**src/design/b64enc_pkg.sv**
```systemverilog
package b64enc_pkg;

  localparam int MAX_CHARS = 6;
  localparam int CNT_W = 3;
  localparam int SYMS_PER_GROUP = 4;

  localparam logic [7:0] NL_CHAR = 8'h0A;
  localparam logic [7:0] PAD_CHAR = 8'h3D;
  localparam logic [6:0] PAD_INDEX = 7'd64;
  localparam logic [7:0] MIN_LINE_LENGTH = 8'd4;
  localparam logic [7:0] RESET_LINE_LENGTH = 8'd76;

  typedef logic [7:0] char_t;
  typedef char_t [MAX_CHARS-1:0] char_list_t;

  typedef struct packed {
    logic [15:0] pend;
    logic [1:0]  gc;
    logic [7:0]  pos;
  } enc_state_t;

  // Maps a 6-bit symbol index, or the pad index, to its ASCII character.
  function automatic char_t sym_char(input logic [6:0] idx);
    char_t c;
    if (idx < 7'd26) begin
      c = 8'd65 + {1'b0, idx};
    end else if (idx < 7'd52) begin
      c = 8'd97 + {1'b0, idx} - 8'd26;
    end else if (idx < 7'd62) begin
      c = 8'd48 + {1'b0, idx} - 8'd52;
    end else if (idx == 7'd62) begin
      c = 8'h2B;
    end else if (idx == 7'd63) begin
      c = 8'h2F;
    end else begin
      c = PAD_CHAR;
    end
    return c;
  endfunction

endpackage

```
**src/design/b64enc_core.sv**
```systemverilog
module b64enc_core (
  input  b64enc_pkg::enc_state_t st,
  input  logic [7:0]             line_length,
  input  logic [7:0]             data_byte,
  input  logic                   eos,
  output b64enc_pkg::enc_state_t st_next,
  output b64enc_pkg::char_list_t chars,
  output logic [2:0]             char_count
);
  import b64enc_pkg::*;

  logic [7:0]  lim;
  logic [15:0] pnew;
  logic [1:0]  gnew;
  logic        has_syms;
  logic [6:0]  sym_idx [SYMS_PER_GROUP];
  logic [7:0]  pos;
  logic [CNT_W-1:0] cnt;

  always_comb begin
    lim = (line_length < MIN_LINE_LENGTH) ? MIN_LINE_LENGTH : line_length;
    pnew = {st.pend[7:0], data_byte};
    gnew = st.gc[1] ? 2'd0 : st.gc + 2'd1;
    has_syms = 1'b1;
    for (int i = 0; i < SYMS_PER_GROUP; i++) begin
      sym_idx[i] = PAD_INDEX;
    end

    if (st.gc[1]) begin
      sym_idx[0] = {1'b0, st.pend[15:10]};
      sym_idx[1] = {1'b0, st.pend[9:4]};
      sym_idx[2] = {1'b0, st.pend[3:0], data_byte[7:6]};
      sym_idx[3] = {1'b0, data_byte[5:0]};
    end else if (eos && gnew == 2'd1) begin
      sym_idx[0] = {1'b0, data_byte[7:2]};
      sym_idx[1] = {1'b0, data_byte[1:0], 4'b0000};
    end else if (eos) begin
      sym_idx[0] = {1'b0, pnew[15:10]};
      sym_idx[1] = {1'b0, pnew[9:4]};
      sym_idx[2] = {1'b0, pnew[3:0], 2'b00};
    end else begin
      has_syms = 1'b0;
    end

    chars = '0;
    cnt = '0;
    pos = st.pos;
    if (has_syms) begin
      for (int i = 0; i < SYMS_PER_GROUP; i++) begin
        chars[cnt] = sym_char(sym_idx[i]);
        cnt = cnt + 3'd1;
        pos = pos + 8'd1;
        if (pos >= lim) begin
          chars[cnt] = NL_CHAR;
          cnt = cnt + 3'd1;
          pos = '0;
        end
      end
    end
    if (eos) begin
      if (pos != 8'd0) begin
        chars[cnt] = NL_CHAR;
        cnt = cnt + 3'd1;
      end
      pos = '0;
    end

    char_count = cnt;
    st_next.pend = (st.gc[1] || eos) ? 16'd0 : pnew;
    st_next.gc = eos ? 2'd0 : gnew;
    st_next.pos = pos;
  end

endmodule

```
**src/design/base64_stream_encoder.sv**
```systemverilog
// Base64 encoder with line wrapping. A request is held in an input register,
// then encoded in a single pass into a list of up to six characters.
// The list is registered, and its first character is offered once the output is free.
// One character per cycle out while m_axis_tready is high. A byte that only buffers gives
// no characters; after a byte with characters the next byte waits until its last is taken.
// Reset clears the byte buffer, group and line position and sets line_length to 76.
module base64_stream_encoder (
  input  logic       clk,
  input  logic       rst,
  input  logic       cfg_we,
  input  logic [7:0] cfg_wdata,
  input  logic       s_axis_tvalid,
  output logic       s_axis_tready,
  input  logic [7:0] s_axis_tdata,   // data_byte
  input  logic       s_axis_tlast,   // end_of_stream
  output logic       m_axis_tvalid,
  input  logic       m_axis_tready,
  output logic [7:0] m_axis_tdata,   // out_char
  output logic       m_axis_tlast    // last_of_run
);
  import b64enc_pkg::*;

  logic [7:0] line_length;
  enc_state_t st;
  enc_state_t st_next;

  logic       in_valid;
  logic [7:0] in_byte;
  logic       in_eos;

  char_list_t list_chars;
  logic [CNT_W-1:0] list_count;
  logic [CNT_W-1:0] list_idx;

  char_list_t enc_chars;
  logic [CNT_W-1:0] enc_count;

  logic list_last;
  logic list_done;
  logic move;

  b64enc_core u_core (
    .st          (st),
    .line_length (line_length),
    .data_byte   (in_byte),
    .eos         (in_eos),
    .st_next     (st_next),
    .chars       (enc_chars),
    .char_count  (enc_count)
  );

  assign m_axis_tvalid = (list_count != '0);
  assign list_last = (list_idx == list_count - 3'd1);
  assign m_axis_tdata = list_chars[list_idx];
  assign m_axis_tlast = list_last;
  assign list_done = m_axis_tvalid && m_axis_tready && list_last;
  assign move = in_valid && (!m_axis_tvalid || list_done);
  assign s_axis_tready = !in_valid || move;

  always_ff @(posedge clk) begin
    if (rst) begin
      line_length <= RESET_LINE_LENGTH;
    end else if (cfg_we) begin
      line_length <= cfg_wdata;
    end
  end

  always_ff @(posedge clk) begin
    if (rst) begin
      in_valid <= 1'b0;
    end else if (s_axis_tvalid && s_axis_tready) begin
      in_valid <= 1'b1;
    end else if (move) begin
      in_valid <= 1'b0;
    end
  end

  always_ff @(posedge clk) begin
    if (s_axis_tvalid && s_axis_tready) begin
      in_byte <= s_axis_tdata;
      in_eos <= s_axis_tlast;
    end
  end

  always_ff @(posedge clk) begin
    if (rst) begin
      st <= '0;
      list_count <= '0;
      list_idx <= '0;
    end else begin
      if (move) begin
        st <= st_next;
        list_count <= enc_count;
        list_idx <= '0;
      end else if (list_done) begin
        list_count <= '0;
        list_idx <= '0;
      end else if (m_axis_tvalid && m_axis_tready) begin
        list_idx <= list_idx + 3'd1;
      end
    end
  end

  always_ff @(posedge clk) begin
    if (move) begin
      list_chars <= enc_chars;
    end
  end

endmodule

```
**config.mk**
```make
export PLATFORM = sky130hd
export DESIGN_NAME = base64_stream_encoder
export DESIGN_NICKNAME = d
export VERILOG_FILES = /design/src/design/b64enc_pkg.sv /design/src/design/b64enc_core.sv /design/src/design/base64_stream_encoder.sv
export SDC_FILE = /design/constraint.sdc
export NUM_CORES = 1
export LEC_CHECK = 0
export ABC_AREA = 1
export BUFFER_PORTS_ARGS = -buffer_cell sky130_fd_sc_hd__buf_2
export CORE_MARGIN = 1.5
export CORE_UTILIZATION = 39
export DETAILED_ROUTE_END_ITERATION = 6
export GPL_ROUTABILITY_DRIVEN = 0
export GPL_TIMING_DRIVEN = 0
export SYNTH_ARGS = -nofsm -noshare
export SYNTH_HDL_FRONTEND = slang
export SYNTH_SLANG_ARGS = --single-unit
```
**constraint.sdc**
```tcl
create_clock -name clk -period 25.5 [get_ports clk]
set_clock_uncertainty 0.2 [all_clocks]
set_input_delay 0 -clock clk [delete_from_list [all_inputs] [get_ports clk]]
set_output_delay 0 -clock clk [all_outputs]
set_load 0.01 [all_outputs]
```
==> results of run 1 <==
[routing by layer]
metal	global-route usage	wire [microns]	vias up
li1	-	-	4464
met1	0.305	12400	3953
met2	0.361	11600	249
met3	0.0258	1370	36
met4	0.0700	536	0
met5	0	0	-
[flip-flops by register name (all words and copies together) (netlist names)]
signal       count
in_valid         1
st              26
list_idx         3
list_chars      48
line_length      8
in_eos           1
in_byte          8
list_count       3
[kinds of logic after synthesis]
| logic type | after synthesis | synth area share |
|---|---|---|
| and+or+nand+nor | 520 | 0.260 |
| xor gates and xnor gates | 38 | 0.0395 |
| buffers and inverters | 236 | 0.103 |
| other | 1 | 0.000426 |
| DFF | 98 | 0.288 |
| AOI/OAI and AO/OA | 306 | 0.214 |
| adders and majority gates | 67 | 0.0961 |
[synthesized netlist by cell type, drive strengths merged, types with 26 or more instances]
library cell,instances,area share
a21oi,37,0.021
a31oi,26,0.018
clkbuf,36,0.015
dfxtp,41,0.093
edfxtp,57,0.19
ha,66,0.094
inv,190,0.081
nand2,253,0.12
nand3,59,0.034
nand4,31,0.024
nor2,157,0.070
o211ai,31,0.026
o21ai,125,0.071
o22ai,27,0.019
xor2,29,0.031
[power by group through the flow]
stage                     Sequential (mW)  Combinational, mW  Clock, mW
after floorplan                     0.186             0.0694          0
after global placement              0.187             0.0974          0
after detailed placement            0.187             0.0994          0
after CTS                           0.183              0.104      0.150
after global routing                0.184              0.117      0.157
final                               0.183              0.105      0.147
[worst register-to-register path: cells and delay by family (launching register included)]
| kind | cells | cell delay (ps) |
|---|---|---|
| simple gates | 29 | 4680 |
| buf+inv | 9 | 1050 |
| xor+xnor | 3 | 580 |
| compound gates | 6 | 2940 |
| fa+ha+maj | 6 | 1650 |
| flops | 1 | 500 |
[final cells by class]
| class | instances | share of cell area |
|---|---|---|
| Clock buffer | 10 | 0.0229 |
| Buffer | 41 | 0.0172 |
| Timing Repair Buffer | 62 | 0.0482 |
| Inverter | 195 | 0.0734 |
| Tap cell | 280 | 0.0351 |
| Multi-Input combinational cell | 937 | 0.540 |
| Sequential cell | 98 | 0.254 |
| Clock inverter | 6 | 0.00903 |
[final timing paths]
check                             endpoint  cells past startpoint                 from
setup / recovery  list_chars[26]$_DFFE_PP_                     53   st[0]$_SDFFE_PP0P_
hold / removal        in_byte[2]$_DFFE_PP_                      2      s_axis_tdata[2]
setup reg to reg  list_chars[26]$_DFFE_PP_                     53   st[0]$_SDFFE_PP0P_
hold reg to reg        st[20]$_SDFFE_PP0P_                      2  st[20]$_SDFFE_PP0P_
[what timing repair did]
action / 4_1_cts / 5_1_grt
hold buffers: 31 / 0
hold endpoints to repair: 33 / 0
setup endpoints to repair: 0 / 0
resized for setup: 0 / 0
[stage by stage]
stage	hold slack (ps)	power (mW)	instances	util	instance area [sq um]
after CTS	143	0.437	1629	0.454	9980
after floorplan	-101	0.255	1271	-	8820
final	156	0.435	1629	0.454	9980
after detailed placement	-21.9	0.286	1582	0.426	9350
after global placement	-23.3	0.285	1581	0.425	9320
after global routing	157	0.458	1629	0.454	9980
[cells in the final DEF, fill, tap and decap left out, types with 3 or more instances in the layout]
| cell | n |
|---|---|
| clkbuf_16 | 9 |
| xnor2_1 | 9 |
| edfxtp_1 | 57 |
| o21ai_0 | 119 |
| o32ai_1 | 23 |
| nand2_2 | 14 |
| nand3_1 | 59 |
| inv_1 | 174 |
| nor2_1 | 149 |
| a22oi_1 | 6 |
| a211oi_1 | 3 |
| dfxtp_1 | 41 |
| buf_2 | 32 |
| nand2_4 | 6 |
| o211ai_1 | 31 |
| a21boi_0 | 3 |
| o21a_1 | 3 |
| a31oi_1 | 26 |
| o221ai_1 | 4 |
| clkinv_1 | 5 |
| ha_1 | 66 |
| o22a_1 | 3 |
| conb_1 | 6 |
| o2111ai_1 | 6 |
| dlygate4sd3_1 | 31 |
| inv_2 | 16 |
| nor2_2 | 6 |
| nor3_1 | 10 |
| o31ai_1 | 4 |
| o21ai_1 | 5 |
| a21oi_1 | 37 |
| nand2_1 | 233 |
| nand4_1 | 30 |
| o22ai_1 | 27 |
| xor2_1 | 27 |
| clkbuf_1 | 37 |
| or2_2 | 6 |
==> results.cfg, run 1 <==
[sta]
period_needed_ps = 11900
rsz0062_at_grt = false
slew_viol_final = 0
tightest_slew_ps = 1060
tns_ps = 0
finalSetupViolations = 0
maxSlewHeadroom = 0.287
setup_ws_ps = 13600
max_freq_mhz = 84.0
finalHoldViolCount = 0
min_period_over_period = 0.467

[cells_and_area]
seqCellArea_sq_um = 2530
multi_input_area_sq_um = 5390
areaGrowthSynthToFinish_pct = 13.4
finalNetCount = 1433
layout-drive-gt1-share = 0.0801
diodes = 0
fillers = 2264

[routing]
antenna_left = 0
drt_iter0_drc = 721
drt-total-wl_microns = 25900
dr_total_vias = 8702
drc = 3
wl_per_cell_microns = 15.9
vias_per_cell = 5.34
first_pass_iters = 7

[die]
die-area_sq_um = 23500
die_h_microns = 153
core-area_sq_um = 22000
initial_core_util = 0.401
num_rows = 54
die_w_microns = 153
boundaryPins = 33

[cts]
cts_setup_buffers = 0
tritoncts = done
htreeDepth = 3
path_clk_slew_ps = 70
clkLatencyLatePin_ps = 350
clock_sink_count = 98
cts-root-buf = clkbuf_16
cts-buffers-inserted = 9
clock_path_buffers = 2

[critical_path]
critical_path.max_stage_delay_ps = 830
path_buf_inv = 9
rrSetupSlack_ps = 13600
worstPathRequired_ps = 25360
crit_fanout = 11
critPathCaptureType = flop
slowest_stage = a211oi_1
crit_family = simple AND/OR/NAND/NOR gates
arrival_ps = 11760
startpoint_type = flop
crit_type = flop to flop
crit_top_cell = nand2_1

[pwr]
p_per_area_nw_per_um2 = 43.6
vdd_drop_max_mv = 0.0409
power.leakage_nw = 4.40
internal-power_uw = 301
switchingPower_uw = 134
clockPowerShare = 0.338
power_frac_comb = 0.241
swShare = 0.308
seq_power_share = 0.421

[synthesis]
netlist_area_sq_um = 8800
synth-async-reset-ratio = 0
synth_seq_area_share = 0.288
yosys.cell_types.count = 49
synth_top_flop_cell = edfxtp_1
avgSynthCellArea_sq_um = 6.95
synthCells = 1266
ys_warn_count = 0
synth_edf_count = 57
ys_ff_latch = 98

[worst_hold_path]
hold_path_class = primary input to flop

[placement]
dp_slack_ps = 13810
port-buffer-count = 30
dp_hpwl_microns = 20300

[flow_run]
drv_cap = 0

[grt]
grt_pass1_wl_microns = 41400
grt_max_degree = 37
grt_remaining_overflow = 0
antenna_found_initial = 0
grt_use_total = 0.221
grt_pass1_vias = 8023

[status]
violations = design-rule violations
status = complete, but fails checks
No activity file was read; power rests on OpenSTA's default activity.
==> run 2: changes to the inputs <==
ABC_AREA = 0   (was 1)
clock period = 12.2 ns   (was 25.5 ns; I/O delays follow)
==> results.cfg, run 2 <==
[status]
status = finished, final reports clean

[grt]
grt_use_total = 0.223
grt_pass1_wl_microns = 43000
grt_remaining_overflow = 0
grt_pass1_vias = 7962
antenna_found_initial = 0
grt_max_degree = 48

[routing]
antenna_left = 0
drc = 0
vias_per_cell = 5.80
first_pass_iters = 5
wl_per_cell_microns = 17.9
dr_total_vias = 8637
drt-total-wl_microns = 26700
drt_iter0_drc = 761

[critical_path]
startpoint_type = flop
slowest_stage = or3_4
critPathCaptureType = flop
crit_type = flop to flop
worstPathRequired_ps = 12110
crit_fanout = 12
arrival_ps = 11560
critical_path.max_stage_delay_ps = 460

[sta]
slew_viol_final = 0
max_freq_mhz = 85.8
maxSlewHeadroom = 0.238
finalSetupViolations = 0
min_period_over_period = 0.955
tightest_slew_ps = 1130
finalHoldViolCount = 0
period_needed_ps = 11660
holdWs_ps = 29.5

[die]
die_w_microns = 155
boundaryPins = 33
die-area_sq_um = 24100
num_rows = 55
die_h_microns = 155
initial_core_util = 0.399
core-area_sq_um = 22700

[synthesis]
ys_warn_count = 0
synth_area_leaders = edfxtp_1 (19%), ha_1 (9.1%), dfxtp_1 (9.1%), nand2_1 (5.0%), mux2i_1 (4.2%)
synth_top_flop_cell = edfxtp_1
synth_seq_area_share = 0.280
avgSynthCellArea_sq_um = 8.36
yosys.area.top_type_share = 0.189
ys_ff_latch = 98
synthCells = 1083
yosys.cell_types.count = 92
yosys.area.top_type = edfxtp_1
synth-async-reset-ratio = 0
post-synth-top-count-cell = nand2_1
synth_edf_count = 57
netlist_area_sq_um = 9060
synth_common_cells = nand2_1 (120), nor2_1 (75), a21oi_1 (68)

[cts]
htreeDepth = 3
cts-root-buf = clkbuf_16
clock_path_buffers = 2
clkLatencyLatePin_ps = 360
clock_sink_count = 98
tritoncts = done
cts-buffers-inserted = 9
path_clk_slew_ps = 80

[cells_and_area]
largest_reg_flops = 48
reg_top3 = list_chars x48, st x26
top_register = list_chars
fillers = 2198
seqCellArea_sq_um = 2540
final_cell_mix = nand2_1 (117), nor2_1 (70), a21oi_1 (66)
final_util = 0.482
final_common_cell = nand2_1
diodes = 0
layout-drive-gt1-share = 0.170
multi_input_area_sq_um = 6420
finalNetCount = 1288
areaGrowthSynthToFinish_pct = 20.8

[pwr]
p_per_area_nw_per_um2 = 78.2
power.leakage_nw = 4.38
fin_total_pwr_uw = 855
vdd_drop_max_mv = 0.0959

[worst_hold_path]
hold_path_class = primary input to flop

[flow_run]
drv_cap = 0

[placement]
dp_hpwl_microns = 19700
port-buffer-count = 31
-- run 2: routing by layer --
layer / share of wire / vias up / GRT usage
li1: - / 4235 / -
met1: 0.49 / 4101 / 0.323
met2: 0.44 / 273 / 0.347
met3: 0.057 / 28 / 0.0351
met4: 0.013 / 0 / 0.0512
met5: 0 / - / 0
-- run 2: layout make-up --
cell class	instances	area share
flip-flops and latches	98	0.232
clock buffers	9	0.0206
plain buffers	54	0.0258
clock inverters	7	0.00675
repair buffers	103	0.0733
multi-input cells	872	0.587
well taps	285	0.0326
inverters	61	0.0220
-- run 2: worst paths after layout --
check	start	end	slack, ps	cells past startpoint
max	st[0]$_SDFFE_PP0P_	list_chars[27]$_DFFE_PP_	540	59
min	m_axis_tready	list_idx[0]$_SDFFE_PP0P_	30	5
max reg2reg	st[0]$_SDFFE_PP0P_	list_chars[27]$_DFFE_PP_	540	59
min reg2reg	st[20]$_SDFFE_PP0P_	st[20]$_SDFFE_PP0P_	280	1
-- run 2: cell families (layout without fill, tap and decap cells) --
kind of cell,after synthesis,count (layout),synth area share
flops,98,98,0.280
xor+xnor,43,43,0.0452
other cells,1,6,0.000414
mux,58,58,0.0768
compound gates,300,300,0.230
fa+ha+maj,68,68,0.0946
simple gates,397,397,0.222
buf+inv,118,234,0.0511
-- run 2: report_power, final --
group	total (mW)	internal [mW]	switching [mW]	leakage, nW
Sequential	0.379	0.370	0.00886	0.887
Combinational	0.184	0.0756	0.109	3.35
Clock	0.292	0.146	0.146	0.148
-- run 2: metrics by stage --
| step | cells | setup TNS [ps] | worst slack [ps] | instance area, sq um |
|---|---|---|---|---|
| after global placement | 1404 | -149260 | -3150 | 9610 |
| final | 1489 | 0 | 543 | 10900 |
| after CTS | 1469 | 0 | 16.9 | 10600 |
| after floorplan | 1088 | -8.30 | -8.30 | 9100 |
| after detailed placement | 1405 | -153450 | -3140 | 9630 |
| after global routing | 1489 | -1230 | -89.8 | 10900 |
-- run 2: timing repair --
item,CTS,global route
endpoints found under the setup margin,53,53
pin swaps,15,16
endpoints found under the hold margin,19,0
gates resized for setup,53,44
setup buffers,13,22
hold buffers,36,0
-- run 2: worst max-delay path: cells and delay by family, from the launching register on --
family	cells	cell delay [ps]
and+or+nand+nor	24	4640
muxes	1	320
xor gates and xnor gates	1	160
adders and majority gates	7	1710
AOI/OAI and AO/OA	13	2120
DFF	1	380
buffers and inverters	13	1880
==> run 3: changes to the inputs <==
CORE_UTILIZATION = 50   (was 39)
PLACE_DENSITY = 0.67   (was unset)
==> results.cfg, run 3 (synthesis results as in run 2) <==
[routing]
antenna_left = 0
wl_per_cell_microns = 18.4
dr_total_vias = 8626
drt-total-wl_microns = 26200
drt_iter0_drc = 676
vias_per_cell = 6.04
first_pass_iters = 6
drc = 0

[cells_and_area]
layout-drive-gt1-share = 0.163
top_register = list_chars
diodes = 0
final_cell_mix = nand2_1 (118), nor2_1 (70), a21oi_1 (66)
finalNetCount = 1282
areaGrowthSynthToFinish_pct = 19.7
final_util = 0.608
reg_top3 = list_chars x48, st x26
largest_reg_flops = 48
final_common_cell = nand2_1

[worst_hold_path]
holdPathStages = 5
hold_end = list_idx[0]$_SDFFE_PP0P_
hold_path_class = primary input to flop
hp-start = m_axis_tready

[critical_path]
crit_top_cell = ha_1
arrival_ps = 11670
startpoint_type = flop
r2r-end = list_chars[25]$_DFFE_PP_
crit_type = flop to flop
r2r-start = st[0]$_SDFFE_PP0P_
slowest_stage = or3_4
crit_fanout = 12
worstPathRequired_ps = 12110
r2r_cells = 61
rrSetupSlack_ps = 440
critical_path.max_stage_delay_ps = 430
critPathCaptureType = flop

[grt]
grt_use_total = 0.281
grt_remaining_overflow = 0
grt_max_degree = 48
grt_pass1_wl_microns = 41700
antenna_found_initial = 0
grt_pass1_vias = 8204

[cts]
clkLatencyLatePin_ps = 360
path_clk_slew_ps = 70
clock_sink_count = 98
clock_path_buffers = 2
htreeDepth = 3
cts-root-buf = clkbuf_16
cts-buffers-inserted = 9
tritoncts = done

[sta]
period_needed_ps = 11760
holdWs_ps = 48.4
finalHoldViolCount = 0
setup_ws_ps = 436
slew_viol_final = 0
rsz0062_at_grt = true
tightest_slew_ps = 1130
maxSlewHeadroom = 0.240
min_period_over_period = 0.964
max_freq_mhz = 85.0
finalSetupViolations = 0

[pwr]
power.leakage_nw = 4.35
p_per_area_nw_per_um2 = 80.3
vdd_drop_max_mv = 0.0952

[status]
status = finished, final reports clean

[flow_run]
drv_cap = 0

[die]
die-area_sq_um = 18900
die_h_microns = 138
num_rows = 49
die_w_microns = 138
core-area_sq_um = 17800
initial_core_util = 0.508
boundaryPins = 33

[placement]
port-buffer-count = 31
dp_slack_ps = -3180
dp_hpwl_microns = 19300
run 3: cell count changes in the layout (fill, tap and decap cells not counted), sizes merged:
cell / change
clkbuf: +1
clkinvlp: +1
clkinv: -1
buf: -7
inv: -1
bufinv: +1
run 3: area by class of cell:
class / count / area [sq um]
buffer: 54 / 283
multi-input combinational: 872 / 6420
fill: 1550 / 7000
clock inverter: 7 / 93.8
inverter: 61 / 238
timing repair buffer: 97 / 757
clock buffer: 9 / 225
sequential: 98 / 2540
tap: 229 / 287
run 3: power by group:
group / switching [mW] / internal [mW]
combinational: 0.108 / 0.0768
clock: 0.143 / 0.165
sequential: 0.00848 / 0.370
run 3: worst max-delay path: cells and delay by family (launching register included):
kind | cells | cell delay (ps)
buf+inv | 13 | 1890
xor+xnor | 2 | 420
simple gates | 23 | 3950
flops | 1 | 380
mux | 1 | 320
compound gates | 14 | 2490
fa+ha+maj | 8 | 1820
run 3: worst max-delay path by stage:
| stage | start | endpoint | cells past startpoint |
|---|---|---|---|
| after floorplan | st[1]$_SDFFE_PP0P_ | list_chars[11]$_DFFE_PP_ | 63 |
| after global placement | st[0]$_SDFFE_PP0P_ | list_chars[14]$_DFFE_PP_ | 62 |
| after detailed placement | st[0]$_SDFFE_PP0P_ | list_chars[14]$_DFFE_PP_ | 62 |
| after CTS | st[1]$_SDFFE_PP0P_ | list_chars[11]$_DFFE_PP_ | 62 |
| after global routing | st[2]$_SDFFE_PP0P_ | list_chars[25]$_DFFE_PP_ | 61 |
| final | st[0]$_SDFFE_PP0P_ | list_chars[25]$_DFFE_PP_ | 61 |
run 3: metal layers:
metal | share of wire | wire length (microns) | track usage
met1 | 0.46 | 12200 | 0.387
met2 | 0.45 | 11800 | 0.452
met3 | 0.070 | 1840 | 0.0522
met4 | 0.016 | 407 | 0.0778
met5 | 0 | 0 | 0
run 3: what timing repair did:
| item | 4_1_cts | 5_1_grt |
|---|---|---|
| hold buffers | 36 | 0 |
| hold endpoints to repair | 19 | 0 |
| gates resized for setup | 50 | 45 |
| gates cloned | 1 | 0 |
| pin swaps | 7 | 17 |
| endpoints found under the setup margin | 53 | 53 |
| setup buffers | 7 | 21 |
run 3: stage by stage:
step	std cells	total power [mW]	instance area (sq um)	setup TNS (ps)
after floorplan	1088	0.501	9100	-8.30
after global placement	1348	0.545	9540	-153540
after detailed placement	1349	0.548	9560	-156330
after CTS	1408	0.864	10500	0
after global routing	1427	0.902	10800	-1000
final	1427	0.871	10800	0
